$ cat src/rtl/keyed_mac_bit_cipher_unit_assert.svh
// Assertion macros shared by the RTL of the keyed MAC unit.
`ifndef KEYED_MAC_BIT_CIPHER_UNIT_ASSERT_SVH
`define KEYED_MAC_BIT_CIPHER_UNIT_ASSERT_SVH

// Same-cycle implication, sampled on the rising clock, off during reset.
`define KMBC_ASSERT_SAME(lbl, clk, rst_n, ante, cons, msg) \
  lbl: assert property (@(posedge clk) disable iff (!(rst_n)) (ante) |-> (cons)) \
    else $error(msg);

// Next-cycle implication, sampled on the rising clock, off during reset.
`define KMBC_ASSERT_NEXT(lbl, clk, rst_n, ante, cons, msg) \
  lbl: assert property (@(posedge clk) disable iff (!(rst_n)) (ante) |=> (cons)) \
    else $error(msg);

`endif

$ cat src/rtl/kmbc_pkg.sv
`timescale 1ns / 1ps
`default_nettype none

package kmbc_pkg;

  localparam int unsigned KeyW   = 64;
  localparam int unsigned ByteW  = 8;
  localparam int unsigned MacW   = 32;
  localparam int unsigned CntW   = $clog2(MacW);

  localparam logic [15:0] TopTaps   = 16'hC533;
  localparam logic [15:0] TopInit   = 16'hE012;
  localparam logic [7:0]  BotInit   = 8'h4C;
  localparam logic [7:0]  KeyMask   = 8'h4C;
  localparam logic [7:0]  LeftOfs   = 8'hEC;
  localparam logic [7:0]  RightOfs  = 8'h21;

  typedef enum logic [2:0] {
    StIdle   = 3'b001,
    StAbsorb = 3'b010,
    StMac    = 3'b100
  } state_e;

  typedef struct packed {
    logic [7:0]  left;
    logic [7:0]  right;
    logic [15:0] top;
    logic [7:0]  bottom;
  } cs_t;

  function automatic cs_t cipher_init(logic [KeyW-1:0] key);
    logic [7:0] k0;
    cs_t        s;
    k0       = key[7:0] ^ KeyMask;
    s.left   = k0 + LeftOfs;
    s.right  = k0 + RightOfs;
    s.top    = TopInit;
    s.bottom = BotInit;
    return s;
  endfunction

  // Key byte select; bit 7 of r is the first tap of the published numbering.
  function automatic logic [2:0] select3(logic x, logic y, logic [7:0] r);
    logic z0;
    logic z1;
    logic z2;
    z0 = (r[7] & r[5]) ^ (r[6] & ~r[4]) ^ (r[5] | r[3]);
    z1 = (r[7] | r[5]) ^ (r[2] | r[0]) ^ r[6] ^ r[1] ^ x ^ y;
    z2 = (r[4] & ~r[2]) ^ (r[3] & r[1]) ^ r[0] ^ x;
    return {z0, z1, z2};
  endfunction

  function automatic cs_t cipher_step(cs_t s, logic y, logic [KeyW-1:0] key);
    logic       t_fb;
    logic       top_in;
    logic       bot_in;
    logic [2:0] sel;
    logic [7:0] kb;
    cs_t        n;
    t_fb     = ^(s.top & TopTaps);
    top_in   = t_fb ^ s.right[7] ^ s.right[3];
    bot_in   = s.bottom[0] ^ s.bottom[4] ^ s.bottom[5] ^ s.bottom[6] ^ s.right[0];
    n.top    = {top_in, s.top[15:1]};
    n.bottom = {bot_in, s.bottom[7:1]};
    sel      = select3(t_fb, y, s.right);
    kb       = key[{sel, 3'b000} +: ByteW];
    n.right  = (kb ^ n.bottom) + s.left;
    n.left   = n.right + s.right;
    return n;
  endfunction

endpackage

`default_nettype wire

$ cat src/rtl/keyed_mac_bit_cipher_unit.sv
`timescale 1ns / 1ps
`default_nettype none

// Keyed MAC unit: absorbs message bytes (bit 0 first) into a 40-bit bit cipher
// under the 64-bit key and returns a 32-bit MAC after the byte flagged last.
// One cipher step engine is reused for every step under a small sequencer: a
// byte is latched and then takes eight steps; after the byte flagged last the
// unit squeezes the 32 MAC bits out into the output register, held back while
// an earlier MAC is still waiting there. The unit holds in_stall_o high while
// a byte is in work. The first byte of each message reloads the cipher state
// from key byte 0. Write the key only while the unit is idle.
module keyed_mac_bit_cipher_unit (
  input  wire                            clk_i,
  input  wire                            rst_ni,
  input  wire                            key_we_i,
  input  wire  [kmbc_pkg::KeyW-1:0]      key_i,
  input  wire                            in_valid_i,
  output logic                           in_stall_o,
  input  wire  [kmbc_pkg::ByteW-1:0]     data_byte_i,
  input  wire                            last_byte_i,
  output logic                           out_valid_o,
  input  wire                            out_stall_i,
  output logic [kmbc_pkg::MacW-1:0]      mac_o
);
  import kmbc_pkg::*;

  logic [KeyW-1:0]  key_q;
  state_e           state_q, state_d;
  cs_t              cs_q, cs_d;
  cs_t              cs_next;
  logic [ByteW-1:0] data_q, data_d;
  logic             last_q, last_d;
  logic             fresh_q, fresh_d;
  logic [CntW-1:0]  cnt_q, cnt_d;
  logic [MacW-1:0]  mac_sr_q, mac_sr_d;
  logic             out_valid_q, out_valid_d;
  logic [MacW-1:0]  mac_q, mac_d;
  logic             in_xfer;
  logic             out_free;
  logic             step_y;

  assign in_stall_o  = (state_q != StIdle);
  assign in_xfer     = in_valid_i && !in_stall_o;
  assign out_valid_o = out_valid_q;
  assign mac_o       = mac_q;
  // The output slot frees up this cycle if empty or being taken now.
  assign out_free    = !out_valid_q || !out_stall_i;

  // The shared step engine: feed the next message bit, zero while squeezing.
  assign step_y  = (state_q == StAbsorb) ? data_q[0] : 1'b0;
  assign cs_next = cipher_step(cs_q, step_y, key_q);

  always_comb begin
    state_d     = state_q;
    cs_d        = cs_q;
    data_d      = data_q;
    last_d      = last_q;
    fresh_d     = fresh_q;
    cnt_d       = cnt_q;
    mac_sr_d    = mac_sr_q;
    out_valid_d = out_valid_q;
    mac_d       = mac_q;

    // Drop the held MAC once its transfer completes.
    if (out_valid_q && !out_stall_i) begin
      out_valid_d = 1'b0;
    end

    case (state_q)
      StIdle: begin
        if (in_xfer) begin
          // Latch the byte; load the start state on the first byte of a message.
          data_d  = data_byte_i;
          last_d  = last_byte_i;
          cnt_d   = '0;
          state_d = StAbsorb;
          if (fresh_q) begin
            cs_d    = cipher_init(key_q);
            fresh_d = 1'b0;
          end
        end
      end
      StAbsorb: begin
        // One step per cycle, shifting the byte down bit by bit.
        cs_d   = cs_next;
        data_d = data_q >> 1;
        cnt_d  = cnt_q + CntW'(1);
        if (cnt_q[2:0] == 3'(ByteW - 1)) begin
          cnt_d   = '0;
          state_d = last_q ? StMac : StIdle;
        end
      end
      StMac: begin
        // Collect right bit 2 before each step, first bit ending at bit 0.
        if (cnt_q != CntW'(MacW - 1)) begin
          cs_d     = cs_next;
          mac_sr_d = {cs_q.right[2], mac_sr_q[MacW-1:1]};
          cnt_d    = cnt_q + CntW'(1);
        end else if (out_free) begin
          // No final step is taken here: the next byte reloads the state.
          mac_d       = {cs_q.right[2], mac_sr_q[MacW-1:1]};
          out_valid_d = 1'b1;
          fresh_d     = 1'b1;
          cnt_d       = '0;
          state_d     = StIdle;
        end
      end
      default: begin
        state_d = StIdle;
      end
    endcase
  end

  always_ff @(posedge clk_i or negedge rst_ni) begin
    if (!rst_ni) begin
      key_q       <= '0;
      state_q     <= StIdle;
      cs_q        <= '0;
      fresh_q     <= 1'b1;
      cnt_q       <= '0;
      out_valid_q <= 1'b0;
      last_q      <= 1'b0;
    end else begin
      if (key_we_i) begin
        key_q <= key_i;
      end
      state_q     <= state_d;
      cs_q        <= cs_d;
      fresh_q     <= fresh_d;
      cnt_q       <= cnt_d;
      out_valid_q <= out_valid_d;
      last_q      <= last_d;
    end
  end

  // Payload registers, no reset needed.
  always_ff @(posedge clk_i) begin
    data_q   <= data_d;
    mac_sr_q <= mac_sr_d;
    mac_q    <= mac_d;
  end

`include "keyed_mac_bit_cipher_unit_assert.svh"

  `KMBC_ASSERT_SAME(a_state_onehot, clk_i, rst_ni, 1'b1, $onehot(state_q), "state not one-hot")
  `KMBC_ASSERT_NEXT(a_accept_absorb, clk_i, rst_ni, in_xfer, (state_q == StAbsorb) && (cnt_q == '0), "accepted byte did not start absorbing")
  `KMBC_ASSERT_NEXT(a_mid_byte_idle, clk_i, rst_ni, (state_q == StAbsorb) && (cnt_q[2:0] == 3'(ByteW - 1)) && !last_q, (state_q == StIdle) && !out_valid_q == $past(!out_valid_q || !out_stall_i), "non-final byte did not return to idle")
  `KMBC_ASSERT_NEXT(a_mac_load, clk_i, rst_ni, (state_q == StMac) && (cnt_q == CntW'(MacW - 1)) && out_free, out_valid_q && fresh_q && (state_q == StIdle), "MAC not loaded at end of squeeze")
  `KMBC_ASSERT_SAME(a_fresh_idle, clk_i, rst_ni, state_q == StMac, !fresh_q, "message restart flagged during squeeze")

endmodule

`default_nettype wire

$ cat config.mk
export PLATFORM = sky130hd
export DESIGN_NAME = keyed_mac_bit_cipher_unit
export DESIGN_NICKNAME = d
export VERILOG_FILES = /design/src/rtl/kmbc_pkg.sv /design/src/rtl/keyed_mac_bit_cipher_unit.sv
export VERILOG_INCLUDE_DIRS = /design/src /design/src/rtl
export SDC_FILE = /design/constraint.sdc
export NUM_CORES = 1
export LEC_CHECK = 0
export BUFFER_PORTS_ARGS = -buffer_cell sky130_fd_sc_hd__buf_2
export CAP_MARGIN = 10
export CORE_MARGIN = 3
export CORE_UTILIZATION = 29
export CTS_CLUSTER_SIZE = 25
export DETAILED_ROUTE_END_ITERATION = 8
export PLACE_DENSITY_LB_ADDON = 0.3
export SLEW_MARGIN = 20
export SYNTH_ARGS = -nofsm -noshare
export SYNTH_HDL_FRONTEND = slang
export SYNTH_SLANG_ARGS = --single-unit
export TNS_END_PERCENT = 20
$ cat constraint.sdc
create_clock -name clk_i -period 11.7 [get_ports clk_i]
set_clock_uncertainty 0.1 [all_clocks]
set_input_delay 2.34 -clock clk_i [delete_from_list [all_inputs] [get_ports clk_i]]
set_output_delay 2.34 -clock clk_i [all_outputs]
set_load 0.1 [all_outputs]
* Word level (Yosys, flattened, before mapping)
Index checks and enable logic that the tools add are counted.
Storage, ports and cells: register bits after elaboration 187, input port bits 78, output and inout bits 34, logic and storage cells 104
Cells by class: add/subtract/negate cells 5, equality and inequality tests 13, shifts and indexed selects 1, muxes and demuxes 26, bitwise gates (word level) 28, reductions and logical operators 18
Operators with widths (count):
- $mux 40 | 3
- $pmux 40 s3 | 1
- $shiftx 64x7->8 | 1
- $mux 5 | 4
- $add 8x8->8 | 2
- $pmux 8 s2 | 1
- $reduce_xor 16->1 | 1
- $xor 1x1->1 | 16
- $mux 3 | 5
- $pmux 5 s3 | 1
- $reduce_and 4->1 | 3
- $ne 2x2->1 const B | 5
- $pmux 3 s3 | 1
- $add 8x6->8 const B | 1
- $add 8x8->8 const B | 1
- $mux 1 | 8
- $mux 8 | 1
- $xor 8x8->8 | 1
- $eq 3x3->1 const B | 2
- $reduce_and 2->1 | 3
- $reduce_and 3->1 | 2
- $add 5x1->5 const B | 1
- $ne 5x5->1 const B | 1
- $and 1x1->1 | 4
- other kinds (14) | 22

* Longest topological paths before layout
word-level depth 12, gate-level depth with buffers 24, mapped depth without buffers 22

* Worst setup path after synthesis
OpenSTA, ideal clock, no wires.
path type reg2reg, start point register cs_q[24] (netlist bit), end point register cs_q[39] (netlist bit), library setup time 0.086 ns, arrival 4.556 ns, data required time 11.514 ns, setup slack 6.958 ns, stages on the path, launching flop included 22, path buffers 1, clock period less this slack 4.742 ns, cells stage by stage dfrtp_1 nor2_1 xnor3_1 xnor2_2 xor2_2 buf_2 mux4_2 mux2i_1 xnor2_1 ha_1 inv_1 fa_1 inv_1 ha_1 a21o_1 a21oi_1 o21bai_1 a21oi_1 o21ai_0 xnor2_1 o211a_1 nor3_1
On the way: longest elaborated chain between the ends 12, elaborated cells between the ends (all ways) 15, classes of those cells add/sub: 2; shift: 1; mux: 2; bitwise: 10
RTL lines:
- from (decl) | line keyed_mac_bit_cipher_unit.sv:29 | cs_t cs_q, cs_d;
- from (signal assigned) | line keyed_mac_bit_cipher_unit.sv:128 | cs_q <= cs_d;
- $or 1x1->1 | line kmbc_pkg.sv:48 | z1 = (r[7] | r[5]) ^ (r[2] | r[0]) ^ r[6] ^ r[1] ^ x ^ y;
- $xor 1x1->1 (5 in series) | line kmbc_pkg.sv:48
- $shiftx 64x7->8 | line kmbc_pkg.sv:66 | kb = key[{sel, 3'b000} +: ByteW];
- $xor 8x8->8 | line kmbc_pkg.sv:67 | n.right = (kb ^ n.bottom) + s.left;
- $add 8x8->8 | line kmbc_pkg.sv:67
- $add 8x8->8 * | line kmbc_pkg.sv:68 | n.left = n.right + s.right;
- $mux 40 | line keyed_mac_bit_cipher_unit.sv:95 | if (cnt_q != CntW'(MacW - 1)) begin
- $pmux 40 s3 * | line keyed_mac_bit_cipher_unit.sv:69 | case (state_q)
Mark *: on every way between the ends. The rest lies on a longest branch, timed or not. The select of a mux whose other input is x is not followed. A chain may end at the register's enable or synchronous reset.

* Final worst setup path
start point register cs_q, in the netlist cs_next[21], end point register cs_q[39] (netlist bit)
On the way: longest elaborated chain between the ends 9, elaborated cells between the ends (all ways) 10, classes of those cells add/sub: 2; shift: 1; mux: 2; bitwise: 4; reduce/logical: 1
RTL lines:
- $reduce_xor 16->1 * | line kmbc_pkg.sv:60 | t_fb = ^(s.top & TopTaps);
- $xor 1x1->1 (2 in series) | line kmbc_pkg.sv:48
- $shiftx 64x7->8 * | line kmbc_pkg.sv:66
- $xor 8x8->8 * | line kmbc_pkg.sv:67
- $add 8x8->8 * | line kmbc_pkg.sv:67
- $add 8x8->8 * | line kmbc_pkg.sv:68
- $mux 40 | line keyed_mac_bit_cipher_unit.sv:95
- $pmux 40 s3 * | line keyed_mac_bit_cipher_unit.sv:69
Marked as above.

==> flow_metrics.tcl <==
set metrics [dict create \
    status "complete, no violations" \
    synth-simple-area-share_pct 6.40 \
    synth-seq-cells 186 \
    synth_top_family_by_area "multiplexers" \
    firstDrtPassIters 4 \
    synthMuxAreaShare_pct 13.3 \
    via_per_inst 4.48 \
    dp_hpwl_um 11700 \
    clockBufferDepth 2 \
    core_um2 28000 \
    yosysWarnings 0 \
    synthToLayoutAreaGrowth_pct 20.0 \
    period_share_pct 44.2 \
    hp-class "flip-flop to flip-flop" \
    placementRows 61 \
    yosys_most_used_dff "dfrtp_1" \
    cts-htree-levels 4 \
    grt_first_pass_wirelength_um 28000 \
    synth_adder_area_share_pct 3.65 \
    dieArea_um2 30700 \
    antenna_found_initial 1 \
    slew_headroom_pct 38.4 \
    post_cts_buffers 0 \
    cp-end-kind "flip-flop" \
    hold_slack_ns 0.327 \
    drive_above_1_share_pct 32.7 \
    drc_errors 0 \
    overflow 0 \
    synth_top_area_share_pct 34.1 \
    setup_viol 0 \
    cp.depth 17 \
    die_x_um 175 \
    cpLargestDelayFamily "compound AO/OA/AOI/OAI gates" \
    fp.dieH_um 175 \
    use_met1_pct 17.0 \
    path_clk_slew_ns 0.08 \
    grt_use_total_pct 11.4 \
    slew_viol_final 0 \
    max_stage_delay_ns 0.57 \
    clkLatencyLatePin_ns 0.43 \
    cts_tree "yes" \
    cts_resized 0 \
    drt_wl_total_um 16700 \
    synth_area_leaders "dfrtp_1 (34%), edfxtp_1 (26%), mux2_2 (8.5%)" \
    synth_xor_xnor_area_share_pct 5.77 \
    netlist_area_um2 8300 \
    synthArstFlopShare_pct 61.8 \
    ys_seq_area_share_pct 60.4 \
    hold_path_depth 0 \
    antenna_left 0 \
    finalSetupTns_ns 0 \
    gp_congestion 0.770 \
    clock_sinks 186 \
    synth-compound-area-share_pct 8.59 \
    top_usage_layer "met1" \
    cp_max_fo 20 \
    cts_buffers 17 \
    ys_types 49 \
    synth-edff-count 71 \
    synth_nets 712 \
    crit_type "flip-flop to flip-flop" \
    cts-root-buf "clkbuf_16" \
    hold_viol_final 0 \
    drt_iter0_markers 343 \
    path_cells "xor2_1, xnor2_1, xnor2_2, xnor2_2, buf_4, mux4_2, mux2i_1, xnor2_1, ha_1, a21oi_1, o21ai_0, a2111oi_0, or3_1, a21boi_0, a22o_1, o211a_1, nor3_1" \
    syn_inst 611 \
    crit_slowest_cell "mux4_2" \
    initial_core_util_pct 29.6 \
    wire_per_inst_um 15.0 \
    fmax_mhz 193 \
    grt_max_degree 74 \
    cp_data_required_time_ns 11.94 \
    worstMarginPinSlew_ns 0.924 \
    r2r_slack_ns 6.53 \
    rsz0062_at_grt "no" \
    arrival_ns 5.41 \
    ioPinCount 112 \
    cts_hold_buf 0 \
    met2_usage_pct 16.1 \
    syn_area_per_cell_um2 13.6 \
    path_buf_inv 1 \
    use_met3_pct 3.22 \
    nets 828 \
    synth_top_cell_by_area "dfrtp_1" \
    drv_cap 0 \
    port_buffers 111 \
    period_minus_slack_ns 5.17 \
    antenna_cells 0 \
    vias 5005 \
    worstRegToRegCells 17 \
    grt_pass1_vias 5128 \
    cp-start-kind "flip-flop" \
]
## layout by cell type, fill, tap and decap left out, types with 5 or more instances in the layout
cell type	instances
mux2_2	63
clkbuf_16	19
xor2_1	16
mux2i_1	7
buf_2	110
a22o_1	18
mux4_2	11
edfxtp_1	71
xnor2_1	27
dfrtp_1	113
nand2_1	48
o22ai_1	5
o21ai_0	27
nand2b_1	6
nor2_1	36
nor2b_1	9
a21oi_1	29
inv_1	13
o22a_1	7
buf_4	12
ha_1	21
## cells by family (layout without fill, tap and decap cells)
| kind of cell | count (synthesis) | count (layout) |
|---|---|---|
| flops | 186 | 186 |
| compound gates | 111 | 111 |
| buf+inv | 39 | 168 |
| simple gates | 119 | 119 |
| mux | 84 | 84 |
| fa+ha+maj | 23 | 23 |
| xor+xnor | 49 | 49 |
## metrics by stage
stage,cell area (µm²),utilization (%),cells,setup WS [ns]
global route,9970,35.6,1118,6.02
CTS,9940,35.5,1117,6.47
detailed placement,9340,33.3,1085,6.56
floorplan,8300,-,611,6.96
global placement,9340,33.3,1085,6.64
finish,9970,35.6,1118,6.53
## cell type report
cell class	count	area [µm²]
clock buffers	19	475
multi-input cells	386	3170
clock inverters	13	121
flip-flops and latches	186	5010
well taps	378	473
repair buffers	123	668
inverters	13	48.8
fillers	2729	18000
## flip-flops by register name, indices dropped and copies added (netlist names)
signal,cells
key_q,64
mac_o,32
mac_sr_q,31
cs_next,22
cs_q,18
data_q,8
cnt_q,5
state_q,3
fresh_q,1
last_q,1
out_valid_o,1
## layer usage
metal,share of wire (%),vias to the layer above
met2,43,138
li1,-,2456
met3,5.9,15
met1,50,2394
met5,0.042,-
met4,0.95,2
## synth_stat cells (3+ instances only)
cell,instances
xor2_1,16
o21ai_0,27
nand2_1,48
mux4_1,3
a21oi_1,31
nor3b_1,3
xnor2_1,28
inv_1,13
clkbuf_1,19
edfxtp_1,71
o31ai_1,3
o22ai_1,5
nand3_1,3
a31oi_1,3
o21a_1,3
nor2_1,37
mux4_2,11
a22o_1,18
o21bai_1,3
buf_2,3
mux2_2,63
nand2b_1,6
o22a_1,7
ha_1,21
mux2i_1,7
nor2b_1,9
nor3_1,4
dfrtp_1,113
## path summary, 6_finish.rpt
kind	startpoint	to
setup / recovery	cs_next[21]	cs_q[39]
hold / removal	mac_sr_q[1]	mac_o[0]
setup reg to reg	cs_next[21]	cs_q[39]
hold reg to reg	mac_sr_q[1]	mac_o[0]
max in group asynchronous	rst_ni	cs_q[24]
min in group asynchronous	rst_ni	key_q[29]
Power is left out: the tool's default activity adds up to more than one toggle a clock period on the data nets, which glitch-free logic cannot reach.
